===== src/btr_pkg.sv =====
// Shared constants, types and index helpers for the bilinear tile resampler.
package btr_pkg;

  localparam int MODEL_DIM   = 512;
  localparam int SOURCE_DIM  = 128;
  localparam int MODEL_SCALE = 4;

  localparam int ACT_W      = 2;
  localparam int POS_W      = 9;
  localparam int SAMPLE_W   = 16;
  localparam int BYTE_W     = 8;
  localparam int CFG_IDX_W  = 3;
  localparam int CFG_DATA_W = 10;
  localparam int SCALE_W    = 3;
  localparam int LEN_W      = 10;
  localparam int OFF_W      = 9;

  localparam int NB_W = $clog2(MODEL_DIM);
  localparam int MA_W = $clog2(MODEL_DIM * MODEL_DIM);
  localparam int SA_W = $clog2(SOURCE_DIM * SOURCE_DIM);

  // Model coordinates in sixths of a model pixel.
  localparam int C_W    = 16;
  localparam int FRAC_W = 3;
  localparam int SIXTH  = 6;

  localparam int ONE_Q    = 4096;
  localparam int BYTE_MAX = 255;

  typedef enum logic [ACT_W-1:0] {
    ACT_WRITE_MODEL = 2'd0,
    ACT_WRITE_ALPHA = 2'd1,
    ACT_READ        = 2'd2
  } btr_action_t;

  typedef enum logic [CFG_IDX_W-1:0] {
    CFG_ZOOM         = 3'd0,
    CFG_MODEL_WIDTH  = 3'd1,
    CFG_MODEL_HEIGHT = 3'd2,
    CFG_LEFT_OFFSET  = 3'd3,
    CFG_TOP_OFFSET   = 3'd4
  } btr_reg_t;

  typedef enum logic [3:0] {
    ST_IDLE,
    ST_CLAMP,
    ST_QEST,
    ST_QFIX,
    ST_RD0,
    ST_RD1,
    ST_RD2,
    ST_RD3,
    ST_HORZ,
    ST_VERT,
    ST_SCALE,
    ST_DIV,
    ST_FIN
  } btr_state_t;

  typedef struct packed {
    logic load_a;
    logic load_b;
    logic load_c;
    logic horz;
    logic vert;
    logic scale;
    logic div;
  } btr_step_t;

  function automatic logic [MA_W-1:0] model_index(input logic [NB_W-1:0] row,
                                                  input logic [NB_W-1:0] col);
    return MA_W'(int'(row) * MODEL_DIM + int'(col));
  endfunction

  function automatic logic [SA_W-1:0] source_index(input logic [POS_W-1:0] row,
                                                   input logic [POS_W-1:0] col);
    return SA_W'(int'(row) * SOURCE_DIM + int'(col));
  endfunction

endpackage


===== src/btr_interp.sv =====
// One color channel: bilinear blend in 1/36 units, scale to a byte, round and clamp.
module btr_interp (
  input  logic                                clk,
  input  btr_pkg::btr_step_t                  step,
  input  logic signed [btr_pkg::SAMPLE_W-1:0] sample,
  input  logic [btr_pkg::FRAC_W-1:0]          fx,
  input  logic [btr_pkg::FRAC_W-1:0]          fy,
  output logic [btr_pkg::BYTE_W-1:0]          value
);
  import btr_pkg::*;

  localparam int H_W        = SAMPLE_W + 5;
  localparam int V_W        = SAMPLE_W + 8;
  localparam int N_W        = SAMPLE_W + 15;
  localparam int ROUND_DEN  = 36 * ONE_Q;
  localparam int ROUND_HALF = ROUND_DEN / 2;
  localparam int DEN_SHIFT  = $clog2(ONE_Q) + 2;
  localparam int DEN_ODD    = ROUND_DEN >> DEN_SHIFT;
  localparam int SAT_LIMIT  = (BYTE_MAX + 1) * ROUND_DEN;
  localparam int NQ_W       = $clog2(SAT_LIMIT >> DEN_SHIFT);
  localparam int DIV9_SHIFT = 13;
  localparam int DIV9_RECIP = (1 << DIV9_SHIFT) / DEN_ODD;
  localparam int P9_W       = NQ_W + DIV9_SHIFT;

  logic signed [SAMPLE_W-1:0] a, b, c;
  logic signed [H_W-1:0]      top, bot;
  logic signed [V_W-1:0]      v36;
  logic signed [N_W-1:0]      num;
  logic                       pos;
  logic                       sat;
  logic [NQ_W-1:0]            nq;
  logic [BYTE_W-1:0]          qraw;

  logic signed [H_W-1:0] a_x, b_x, c_x, d_x, fx_s;
  logic signed [V_W-1:0] top_x, bot_x, fy_s;
  logic [N_W-1:0]        n_sum;
  logic [NQ_W-1:0]       nq_next;
  logic [P9_W-1:0]       prod9;
  logic [NQ_W-1:0]       rem9;
  logic [BYTE_W-1:0]     q_fix;

  assign a_x   = H_W'(a);
  assign b_x   = H_W'(b);
  assign c_x   = H_W'(c);
  assign d_x   = H_W'(sample);
  assign fx_s  = H_W'(signed'({1'b0, fx}));
  assign top_x = V_W'(top);
  assign bot_x = V_W'(bot);
  assign fy_s  = V_W'(signed'({1'b0, fy}));

  // Round half up on the positive side only; non-positive values end at zero.
  assign n_sum   = unsigned'(num) + N_W'(ROUND_HALF);
  assign nq_next = n_sum[DEN_SHIFT +: NQ_W];
  assign prod9   = P9_W'(nq_next) * P9_W'(DIV9_RECIP);

  always_ff @(posedge clk) begin
    if (step.load_a) a <= sample;
    if (step.load_b) b <= sample;
    if (step.load_c) c <= sample;
    if (step.horz) begin
      top <= a_x * H_W'(SIXTH) + (b_x - a_x) * fx_s;
      bot <= c_x * H_W'(SIXTH) + (d_x - c_x) * fx_s;
    end
    if (step.vert) v36 <= top_x * V_W'(SIXTH) + (bot_x - top_x) * fy_s;
    if (step.scale) num <= N_W'(v36) * N_W'(BYTE_MAX);
    if (step.div) begin
      pos  <= (num > 0);
      sat  <= (n_sum >= N_W'(SAT_LIMIT));
      nq   <= nq_next;
      qraw <= prod9[DIV9_SHIFT +: BYTE_W];
    end
  end

  // Reciprocal estimate may fall one short of the quotient.
  assign rem9  = nq - NQ_W'(int'(qraw) * DEN_ODD);
  assign q_fix = (rem9 >= NQ_W'(DEN_ODD)) ? qraw + 1'b1 : qraw;
  assign value = !pos ? '0 : (sat ? BYTE_W'(BYTE_MAX) : q_fix);

endmodule


===== config.mk =====
export PLATFORM = sky130hd
export DESIGN_NAME = btr_interp
export DESIGN_NICKNAME = d
export VERILOG_FILES = /design/src/btr_pkg.sv /design/src/btr_interp.sv
export SDC_FILE = /design/constraint.sdc
export NUM_CORES = 1
export LEC_CHECK = 0
export ABC_AREA = 1
export BUFFER_PORTS_ARGS = -buffer_cell sky130_fd_sc_hd__buf_2
export CAP_MARGIN = 15
export CORE_MARGIN = 1
export CORE_UTILIZATION = 54
export CTS_BUF_LIST = sky130_fd_sc_hd__clkbuf_4 sky130_fd_sc_hd__clkbuf_8
export DETAILED_ROUTE_END_ITERATION = 12
export PLACE_DENSITY = 0.73
export SETUP_SLACK_MARGIN = 0.2
export SLEW_MARGIN = 20
export SYNTH_ARGS = -nofsm -noshare
export SYNTH_HDL_FRONTEND = slang
export SYNTH_SLANG_ARGS = --single-unit

===== constraint.sdc =====
create_clock -name clk -period 6.7 [get_ports clk]
set_input_delay 0.335 -clock clk [delete_from_list [all_inputs] [get_ports clk]]
set_output_delay 0.335 -clock clk [all_outputs]
set_load 0.05 [all_outputs]

Yosys cells after proc, flatten, opt, wreduce, memory -nomap -nowiden:

Index checks and enable logic that the tools add are counted.
Widths: inputs -> output; s select.

* latch bits: 0
* memory bits (writable): 0
* memory bits (read-only): 0
* input bits: 30
* output and inout bits: 8
* bits in registers: 167
* word-level logic and storage cells: 35
* memories: 0

* $mul: 9
* bitwise logic cells: 0
* magnitude comparators: 3
* reductions and logical operators: 0
* shifts and indexed selects: 0
* add/sub/neg operators: 9
* multiplexer cells: 3
* eq/ne operators: 0
* divide/modulo/power cells: 0

Operator list (number)
* $add 20x21->21: 2
* $mul 17x4->21: 2
* $mul 16x3->19 const B: 2
* $sub 16x16->17: 2
* $add 31x17->31 const B: 1
* $ge 31x26->1 const B: 1
* $gt 31x1->1 const B: 1
* $mul 24x9->31 const B: 1
* $add 24x24->24: 1
* $mul 22x4->24: 1
* $mux 8: 3
* $mul 21x3->23 const B: 1
* $sub 21x21->22: 1
* $mul 12x9->20 const B: 1
* $ge 12x4->1 const B: 1
* $mul 8x4->12 const B: 1
* $sub 12x12->12: 1
* $add 8x1->8 const B: 1

Depth between registers and ports, before layout:

Gate-level depths: netlist (run 1).

* depth in word-level cells: 6
* gate-level depth with buffers: 30

Worst setup path after synthesis (run 1):

Ideal clock, no wire load.

* path kind: reg2reg
* start point: register bot[0]
* end point: register v36[21], data pin
* period minus slack after synthesis: 4916 ps
* arrival: 4652 ps
* slack: 1784 ps
* setup time: 264 ps
* stages on the path, launching flop included: 29
* required time: 6436 ps
* cell sequence: edfxtp_1 -> inv_1 -> ha_1 -> inv_1 -> fa_1 -> nand3_1 -> nand2_1 -> a21oi_1 -> o21ai_1 -> a21oi_1 -> o21ai_1 -> inv_1 -> nand2_1 -> nand2_1 -> nor2_1 -> ha_1 -> fa_1 -> inv_1 -> fa_1 -> inv_1 -> ha_1 -> nand2_1 -> nor2_1 -> inv_1 -> nor3_1 -> nand4_1 -> nand3_1 -> a31oi_1 -> xor2_1

* word-level cells in the longest chain between the ends: 3

RTL lines
* from (decl): line btr_interp.sv:26 `logic signed [H_W-1:0] top, bot;`
* from (signal assigned): line btr_interp.sv:62 `bot <= c_x * H_W'(SIXTH) + (d_x - c_x) * fx_s;`
* $sub 21x21->22: line btr_interp.sv:64 `if (step.vert) v36 <= top_x * V_W'(SIXTH) + (bot_x - top_x) * fy_s;`
* $mul 22x4->24: line btr_interp.sv:64
* $add 24x24->24: line btr_interp.sv:64
* to (signal assigned): line btr_interp.sv:64
* to (decl): line btr_interp.sv:27 `logic signed [V_W-1:0] v36;`

Every way passes these cells.
A chain may end at the register's enable or synchronous reset.

Final worst setup path (run 1):

* start point: register a[0]
* end point: register top[18], data pin

* word-level cells in the longest chain between the ends: 3

RTL lines
* from (decl): line btr_interp.sv:25 `logic signed [SAMPLE_W-1:0] a, b, c;`
* from (signal assigned): line btr_interp.sv:57 `if (step.load_a) a <= sample;`
* $sub 16x16->17: line btr_interp.sv:61 `top <= a_x * H_W'(SIXTH) + (b_x - a_x) * fx_s;`
* $mul 17x4->21: line btr_interp.sv:61
* $add 20x21->21 (*): line btr_interp.sv:61
* to (signal assigned): line btr_interp.sv:61
* to (decl): line btr_interp.sv:26

Mark *: on every way between the ends. The rest lies on a longest branch, timed or not.

==> results of run 1 <==
[what timing repair did]
| item | 4_1_cts | 5_1_grt |
|---|---|---|
| setup buffers | 0 | 0 |
| endpoints found under the hold margin | 4 | 0 |
| hold buffers | 2 | 0 |
[worst register-to-register path, stage by stage, from the launching register on]
cell and delay, ps:
edfxtp_1 440, ha_1 260, fa_1 410, nor2_1 140, nor2_1 90, inv_1 110, nand3_1 110, nand2_1 100
nand2_1 60, o21ai_0 220, xor2_1 310, nor2_1 80, ha_1 350, fa_1 530, inv_1 50, fa_1 520
inv_1 40, ha_1 340, nand2_1 80, nor2_1 250, nand2_1 90, o21ai_0 370, a21oi_1 140, o21bai_1 170
xor2_1 220
[cell usage after synthesis (all sizes together)]
master / n / area, sq um
a31oi: 12 / 75.1
or2: 8 / 50.1
nor3: 33 / 170
o2111ai: 1 / 8.76
o21ai: 105 / 529
nand4: 41 / 257
xor2: 149 / 1310
o211ai: 4 / 30.0
nor3b: 1 / 7.51
a21o: 15 / 113
buf: 3 / 15.0
fa: 262 / 5250
ha: 414 / 5180
clkinv: 4 / 15.0
a21boi: 6 / 45.1
inv: 758 / 2850
edfxtp: 167 / 5010
o31ai: 9 / 72.6
o221ai: 1 / 8.76
and2: 2 / 12.5
o21a: 6 / 45.0
o311ai: 1 / 8.76
a21oi: 222 / 1110
a211oi: 2 / 20.0
o21bai: 17 / 128
clkbuf: 14 / 52.6
nor2: 287 / 1110
xnor2: 70 / 613
a221oi: 2 / 17.5
nand3: 106 / 568
nor4: 16 / 100
nand3b: 5 / 37.5
nand2: 432 / 1620
[layer usage]
layer	share of wire, %	global-route usage (%)
met1	42	28.4
met2	50	45.7
met3	3.0	3.54
met4	4.0	11.0
met5	0.029	0
[flip-flops by register name, summed over array words and instances, names as in the netlist]
register  count
num          31
v36          24
bot          21
top          21
a            16
b            16
c            16
nq           12
qraw          8
pos           1
sat           1
[cells by family after synthesis]
kind of cell | share of synthesized area, %
AO/OA/AOI/OAI | 8.37
XOR/XNOR | 7.26
adder cells (fa/ha/maj) | 39.4
buffers and inverters | 11.1
flip-flops | 19.0
AND/OR/NAND/NOR | 14.9
[through the flow]
step	cells	area, sq um	worst slack, ps	utilization (%)	hold WS [ps]
floorplan	3175	26400	1780	-	434
global placement	3815	27400	1230	56.9	550
detailed placement	3815	27400	1120	56.9	574
CTS	3849	27700	1070	57.7	0.241
global route	3851	27700	636	57.7	0.880
finish	3851	27700	1010	57.7	37.4
[cell type report]
cell class	count	area, sq um
clock buffers	18	241
flip-flops and latches	167	5010
inverters	762	2860
repair buffers	44	243
multi-input cells	2229	18500
well taps	615	769
diodes	2	5.00
clock inverters	14	101
fillers	4258	20300
[how the worst max path moves through the flow]
stage	start	end	cells past startpoint
final	a[0]	top[18]	24
after global routing	top[0]	v36[23]	24
after CTS	a[0]	top[18]	24
after detailed placement	a[0]	top[18]	24
after global placement	a[0]	top[18]	24
after floorplan	bot[0]	v36[21]	28
[placed cells by master, fill, tap and decap left out, types with 3 or more instances in the layout]
cell type,count
inv_1,758
nand2_1,431
ha_1,414
nor2_1,284
fa_1,262
a21oi_1,222
edfxtp_1,167
xor2_1,149
nand3_1,100
o21ai_0,93
xnor2_1,70
nand4_1,41
buf_2,37
nor3_1,32
o21bai_1,17
clkbuf_8,17
nor4_1,16
a21o_1,15
a31oi_1,12
o21ai_1,11
o31ai_1,8
clkinv_1,7
or2_2,7
o21a_1,6
nand3_2,5
a21boi_0,5
nand3b_1,5
buf_4,5
o211ai_1,4
clkinvlp_4,4
clkinv_4,3
==> results.yml, run 1 <==
timing:
  drv_slew: 0
  setup_viol: 0
  hold_violations: 0
  relSlewSlack_pct: 29.9
  finClkSkew_ps: 19.6
  period_needed_ps: 5690
  period_share_pct: 84.9
  fmax_ghz: 0.176
  tightest_slew_ps: 1050
  rsz0062_at_grt: "no"
  setup-tns-final_ps: 0
cts:
  clock_path_buffers: 2
  cts_max_level: 4
  cts_num_sinks: 167
  ctsResizeCount: 0
  cts_made_buffers: 17
  clkTransAtPathRegs_ps: 100
  tritoncts: "yes"
  clk_latency_ps: 570
  cts_root_buffer: "clkbuf_8"
place:
  routabilityCongestion: 0.950
  hpwl_um: 51000
  io_buffers: 37
grt:
  grt_first_pass_wirelength_um: 98600
  grt_pass1_vias: 21300
  antenna_found_initial: 3
  grt_max_degree: 43
  grt_usage_pct: 24.8
  grt-ovfl-total: 0
critical_path:
  crit_chain: "ha_1, fa_1, nor2_1, nor2_1, inv_1, nand3_1, nand2_1, nand2_1, o21ai_0, xor2_1, nor2_1, ha_1, fa_1, inv_1, fa_1, inv_1, ha_1, nand2_1, nor2_1, nand2_1, o21ai_0, a21oi_1, o21bai_1, xor2_1"
  cpMaxStageDelayCell: "fa_1"
  r2r_cells: 24
  cp_top_family: "adder cells"
  rrSetupSlack_ps: 1010
  slowest_delay_ps: 530
  cp.required_ps: 7090
  crit_arrival_ps: 6080
  crit_fanout: 4
  crit_type: "flop to flop"
  cp-start-kind: "flop"
  r2r-start: "a[0]"
  cp-end-kind: "flop"
  path_buf_inv: 3
  rr_endpoint: "top[18]"
floorplan:
  initial_core_util_pct: 55.0
  dieArea_sq_mm: 0.0498
  row_count: 80
  die_y_um: 223
  dieWidth_um: 223
  core_sq_mm: 0.0480
  io_pins: 38
synth:
  syn_avg_cell_area_sq_um: 8.33
  ys_seq_elements: 167
  synthDistinctLibCells: 45
  yosysWarnings: 0
  syn-num-nets: 3881
  synth_seq_area_share_pct: 19.0
  netlist_instances: 3175
  syn_area_sq_mm: 0.0264
worst_hold_path:
  min_to: "c[14]"
  worstHoldPathType: "primary input to flop"
  hold_start: "sample[14]"
  hold_depth: 1
detailed_routing:
  wl_per_cell_um: 15.1
  num_vias: 20100
  vias_per_cell: 5.23
  drt-initial-drc-count: 927
  dr.pass1.iters: 5
  drcViolationCount: 0
  wl_um: 58200
  ant_nets: 0
job:
  drv_cap: 0
finish:
  drive_gt1_share_pct: 2.84
  nNetsFinal: 3927
  synthToLayoutAreaGrowth_pct: 4.89
status:
  status: "completed"
Power of run 1 is not shown: default switching activity piles up to over one toggle a cycle in this logic, so the estimate is an artifact.
==> inputs of run 2 (changes only) <==
Clock period 6.7 ns to 5.65 ns, I/O delays scaled along.
==> results.yml, run 2 (synthesis gave the netlist of run 1 again) <==
floorplan:
  io_pins: 38
  row_count: 80
  core_sq_mm: 0.0480
  die_y_um: 223
  dieWidth_um: 223
  dieArea_sq_mm: 0.0498
  initial_core_util_pct: 55.0
grt:
  grt_first_pass_wirelength_um: 100000
  grt_use_met1_pct: 28.9
  grt_pass1_vias: 21500
  top_usage_layer: "met2"
  met2_usage_pct: 46.6
  antenna_found_initial: 1
  grt_max_degree: 43
  grt-ovfl-total: 0
  grt_usage_pct: 25.3
  grtUsageMet3_pct: 3.28
cts:
  clkTransAtPathRegs_ps: 100
  cts_made_buffers: 17
  clk_latency_ps: 570
  cts_root_buffer: "clkbuf_8"
  tritoncts: "yes"
  clock_path_buffers: 2
  cts_max_level: 4
  cts_num_sinks: 167
finish:
  final_common_cell: "inv_1"
  synthToLayoutAreaGrowth_pct: 7.31
  regArea_sq_mm: 0.00501
  nNetsFinal: 3967
  multi_input_area_sq_mm: 0.0188
  top_regs: "num x31, v36 x24"
  final_cell_mix: "inv_1 (757), nand2_1 (430), ha_1 (406), nor2_1 (276), fa_1 (261)"
  largest_reg_flops: 31
  n_antenna_cell: 0
  regMostFlops: "num"
  fillers: 4185
  drive_gt1_share_pct: 5.26
critical_path:
  rr_endpoint: "v36[22]"
  slowest_delay_ps: 540
  rrSetupSlack_ps: 440
  crit_arrival_ps: 5550
  crit_fanout: 4
  cp-start-kind: "flop"
  crit_type: "flop to flop"
  path_buf_inv: 5
  r2r-start: "bot[0]"
  cp_top_family: "adder cells"
  cp-end-kind: "flop"
  cpMaxStageDelayCell: "fa_1"
  r2r_cells: 25
  cp.required_ps: 5980
worst_hold_path:
  worstHoldPathType: "primary input to flop"
  min_to: "b[7]"
  hold_start: "sample[7]"
  hold_depth: 1
timing:
  drv_slew: 0
  rsz0062_at_grt: "yes"
  setup-tns-final_ps: 0
  period_needed_ps: 5210
  finClkSkew_ps: 16.3
  tightest_slew_ps: 943
  fmax_ghz: 0.192
  relSlewSlack_pct: 37.1
  hold_violations: 0
  setup_viol: 0
  period_share_pct: 92.3
status:
  status: "completed"
detailed_routing:
  vias_per_cell: 5.30
  dr.pass1.iters: 5
  wl_um: 60600
  drt-initial-drc-count: 1082
  ant_nets: 0
  wl_per_cell_um: 15.6
  num_vias: 20600
  drcViolationCount: 0
place:
  io_buffers: 37
  routabilityCongestion: 0.963
  hpwl_um: 52300
job:
  drv_cap: 0
## run 2: cell count changes in the layout (fill, tap and decap cells not counted), sizes merged
| cell | change |
|---|---|
| buf | +30 |
| inv | -1 |
| dlygate4sd3 | +10 |
| clkinv | -5 |
| clkbuf | +1 |
| bufinv | +3 |
| diode | -2 |
## run 2: what timing repair did
item | in CTS | in global routing
gates resized for setup | 0 | 64
setup endpoints to repair | 0 | 23
setup buffers | 0 | 13
hold buffers | 12 | 0
endpoints found under the hold margin | 35 | 0
## run 2: metal layers
layer	share of wire (%)	vias up
li1	-	10300
met1	42	9798
met2	51	405
met3	3.4	127
met4	4.1	2
met5	0.020	-
## run 2: layout make-up
class | count | area share (%)
Inverter | 762 | 10.1
Tap cell | 615 | 2.71
Sequential cell | 167 | 17.7
Clock inverter | 11 | 0.529
Timing Repair Buffer | 84 | 2.00
Clock buffer | 19 | 0.878
Multi-Input combinational cell | 2229 | 66.1
## run 2: how the worst max path moves through the flow
stage	depth (start not counted)	endpoint	startpoint
after CTS	24	v36[23]	top[0]
after global routing	28	v36[21]	bot[0]
final	25	v36[22]	bot[0]
after detailed placement	24	v36[23]	top[0]
after global placement	25	v36[23]	bot[0]
after floorplan	28	v36[21]	bot[0]
## run 2: metrics by stage
step / setup WS [ps] / area, sq um / cells / utilization (%) / hold WS, ps
floorplan: 734 / 26400 / 3175 / - / 381
global placement: 306 / 27500 / 3832 / 57.2 / 559
detailed placement: 236 / 27500 / 3832 / 57.2 / 564
CTS: 205 / 28000 / 3874 / 58.3 / 12.9
global route: 147 / 28400 / 3887 / 59.0 / 11.3
finish: 436 / 28400 / 3887 / 59.0 / 40.8
Power of run 2 is left out for the same reason.
==> inputs of run 3 (changes only) <==
Settings changed: TNS_END_PERCENT set to 20.
Clock period 5.65 ns to 5.9 ns, I/O delays scaled along.
==> results.yml, run 3 (synthesis gave the netlist of run 1 again) <==
status:
  status: "completed"
critical_path:
  crit_arrival_ps: 5770
  rr_endpoint: "top[20]"
  crit_fanout: 5
  cp-start-kind: "flop"
  crit_end: "top[20]"
  r2r-start: "a[0]"
  r2r_cells: 24
  crit_type: "flop to flop"
  cp-end-kind: "flop"
  rrSetupSlack_ps: 430
  crit_start: "a[0]"
  cp.required_ps: 6200
job:
  drv_cap: 0
timing:
  finClkSkew_ps: 22.6
  hold_violations: 0
  relSlewSlack_pct: 27.1
  period_share_pct: 92.7
  period_needed_ps: 5470
  setup-tns-final_ps: 0
  tightest_slew_ps: 1090
  drv_slew: 0
  fin_ws_ps: 429
  setup_viol: 0
  fmax_ghz: 0.183
  rsz0062_at_grt: "yes"
cts:
  cts_made_buffers: 17
  clk_latency_ps: 570
  cts_num_sinks: 167
  cts_max_level: 4
  clkTransAtPathRegs_ps: 100
  cts_root_buffer: "clkbuf_8"
  clock_path_buffers: 2
  tritoncts: "yes"
finish:
  fin_area_sq_mm: 0.0281
  nNetsFinal: 3948
  final_cell_mix: "inv_1 (758), nand2_1 (431), ha_1 (413), nor2_1 (283), fa_1 (262)"
  top_regs: "num x31, v36 x24"
  synthToLayoutAreaGrowth_pct: 6.20
  largest_reg_flops: 31
  fillers: 4269
  drive_gt1_share_pct: 3.66
  n_antenna_cell: 0
  regMostFlops: "num"
  final_common_cell: "inv_1"
grt:
  grt_first_pass_wirelength_um: 101000
  grt-ovfl-total: 0
  grt_max_degree: 43
  antenna_found_initial: 2
  grt_pass1_vias: 21600
  grt_usage_pct: 25.3
place:
  routabilityCongestion: 0.955
  preCtsSetupSlack_ps: 318
  hpwl_um: 52400
  io_buffers: 37
  placed_area_sq_mm: 0.0274
detailed_routing:
  vias_per_cell: 5.28
  drcViolationCount: 0
  num_vias: 20400
  dr.pass1.iters: 7
  wl_um: 59900
  drt-initial-drc-count: 976
  wl_per_cell_um: 15.5
  ant_nets: 0
floorplan:
  die_y_um: 223
  row_count: 80
  initial_core_util_pct: 55.0
  dieWidth_um: 223
  dieArea_sq_mm: 0.0498
  core_sq_mm: 0.0480
  io_pins: 38
worst_hold_path:
  worstHoldPathType: "primary input to flop"
## run 3: routing by layer
metal  vias up  GRT usage [%]  share of wire [%]
met5         -              0              0.020
met4         2           13.7                5.1
met3       130           3.07                2.6
met2       368           46.2                 50
met1      9682           28.9                 42
li1      10200              -                  -
## run 3: worst min path at each step
| stage | slack [ps] | cells past startpoint | end | from |
|---|---|---|---|---|
| after floorplan | 390 | 0 | a[0] | sample[0] |
| after global routing | 20 | 1 | c[8] | sample[8] |
| after CTS | 8 | 1 | c[7] | sample[7] |
| final | 40 | 1 | a[4] | sample[4] |
| after detailed placement | 560 | 1 | pos | num[30] |
| after global placement | 560 | 1 | pos | num[30] |
## run 3: critical path: stages, from the launching register on
cell	delay, ps
edfxtp_1	440
ha_1	260
fa_1	410
nor2_1	120
nor2_1	80
inv_1	120
nand3_1	110
nand2_1	100
nand2_1	70
o21ai_0	190
xor2_1	330
buf_4	180
nor2_1	40
ha_1	300
fa_1	510
inv_1	50
fa_1	520
inv_1	40
ha_1	360
nand4_1	120
inv_1	140
nand4_1	110
o211ai_1	350
nand3b_1	160
nand2_1	90
## run 3: through the flow
step	instances	util, %	hold slack [ps]
5_1_grt	3870	58.4	18.2
3_5_place_dp	3823	57.1	565
3_3_place_gp	3823	57.1	560
4_1_cts	3866	58.3	8.36
2_1_floorplan	3175	-	394
6_report	3870	58.4	37.9
## run 3: layout make-up
class	count	area (sq um)	share of cell area [%]
clock buffers	21	264	0.940
flip-flops and latches	167	5010	17.9
repair buffers	65	423	1.51
well taps	615	769	2.74
clock inverters	11	196	0.700
inverters	762	2860	10.2
multi-input cells	2229	18500	66.1
## run 3: repair_timing
| item | 4_1_cts | 5_1_grt |
|---|---|---|
| setup buffers | 0 | 4 |
| endpoints found under the hold margin | 29 | 0 |
| hold buffers | 11 | 0 |
| endpoints found under the setup margin | 0 | 14 |
| resized for setup | 0 | 14 |
Power of run 3 is left out for the same reason.
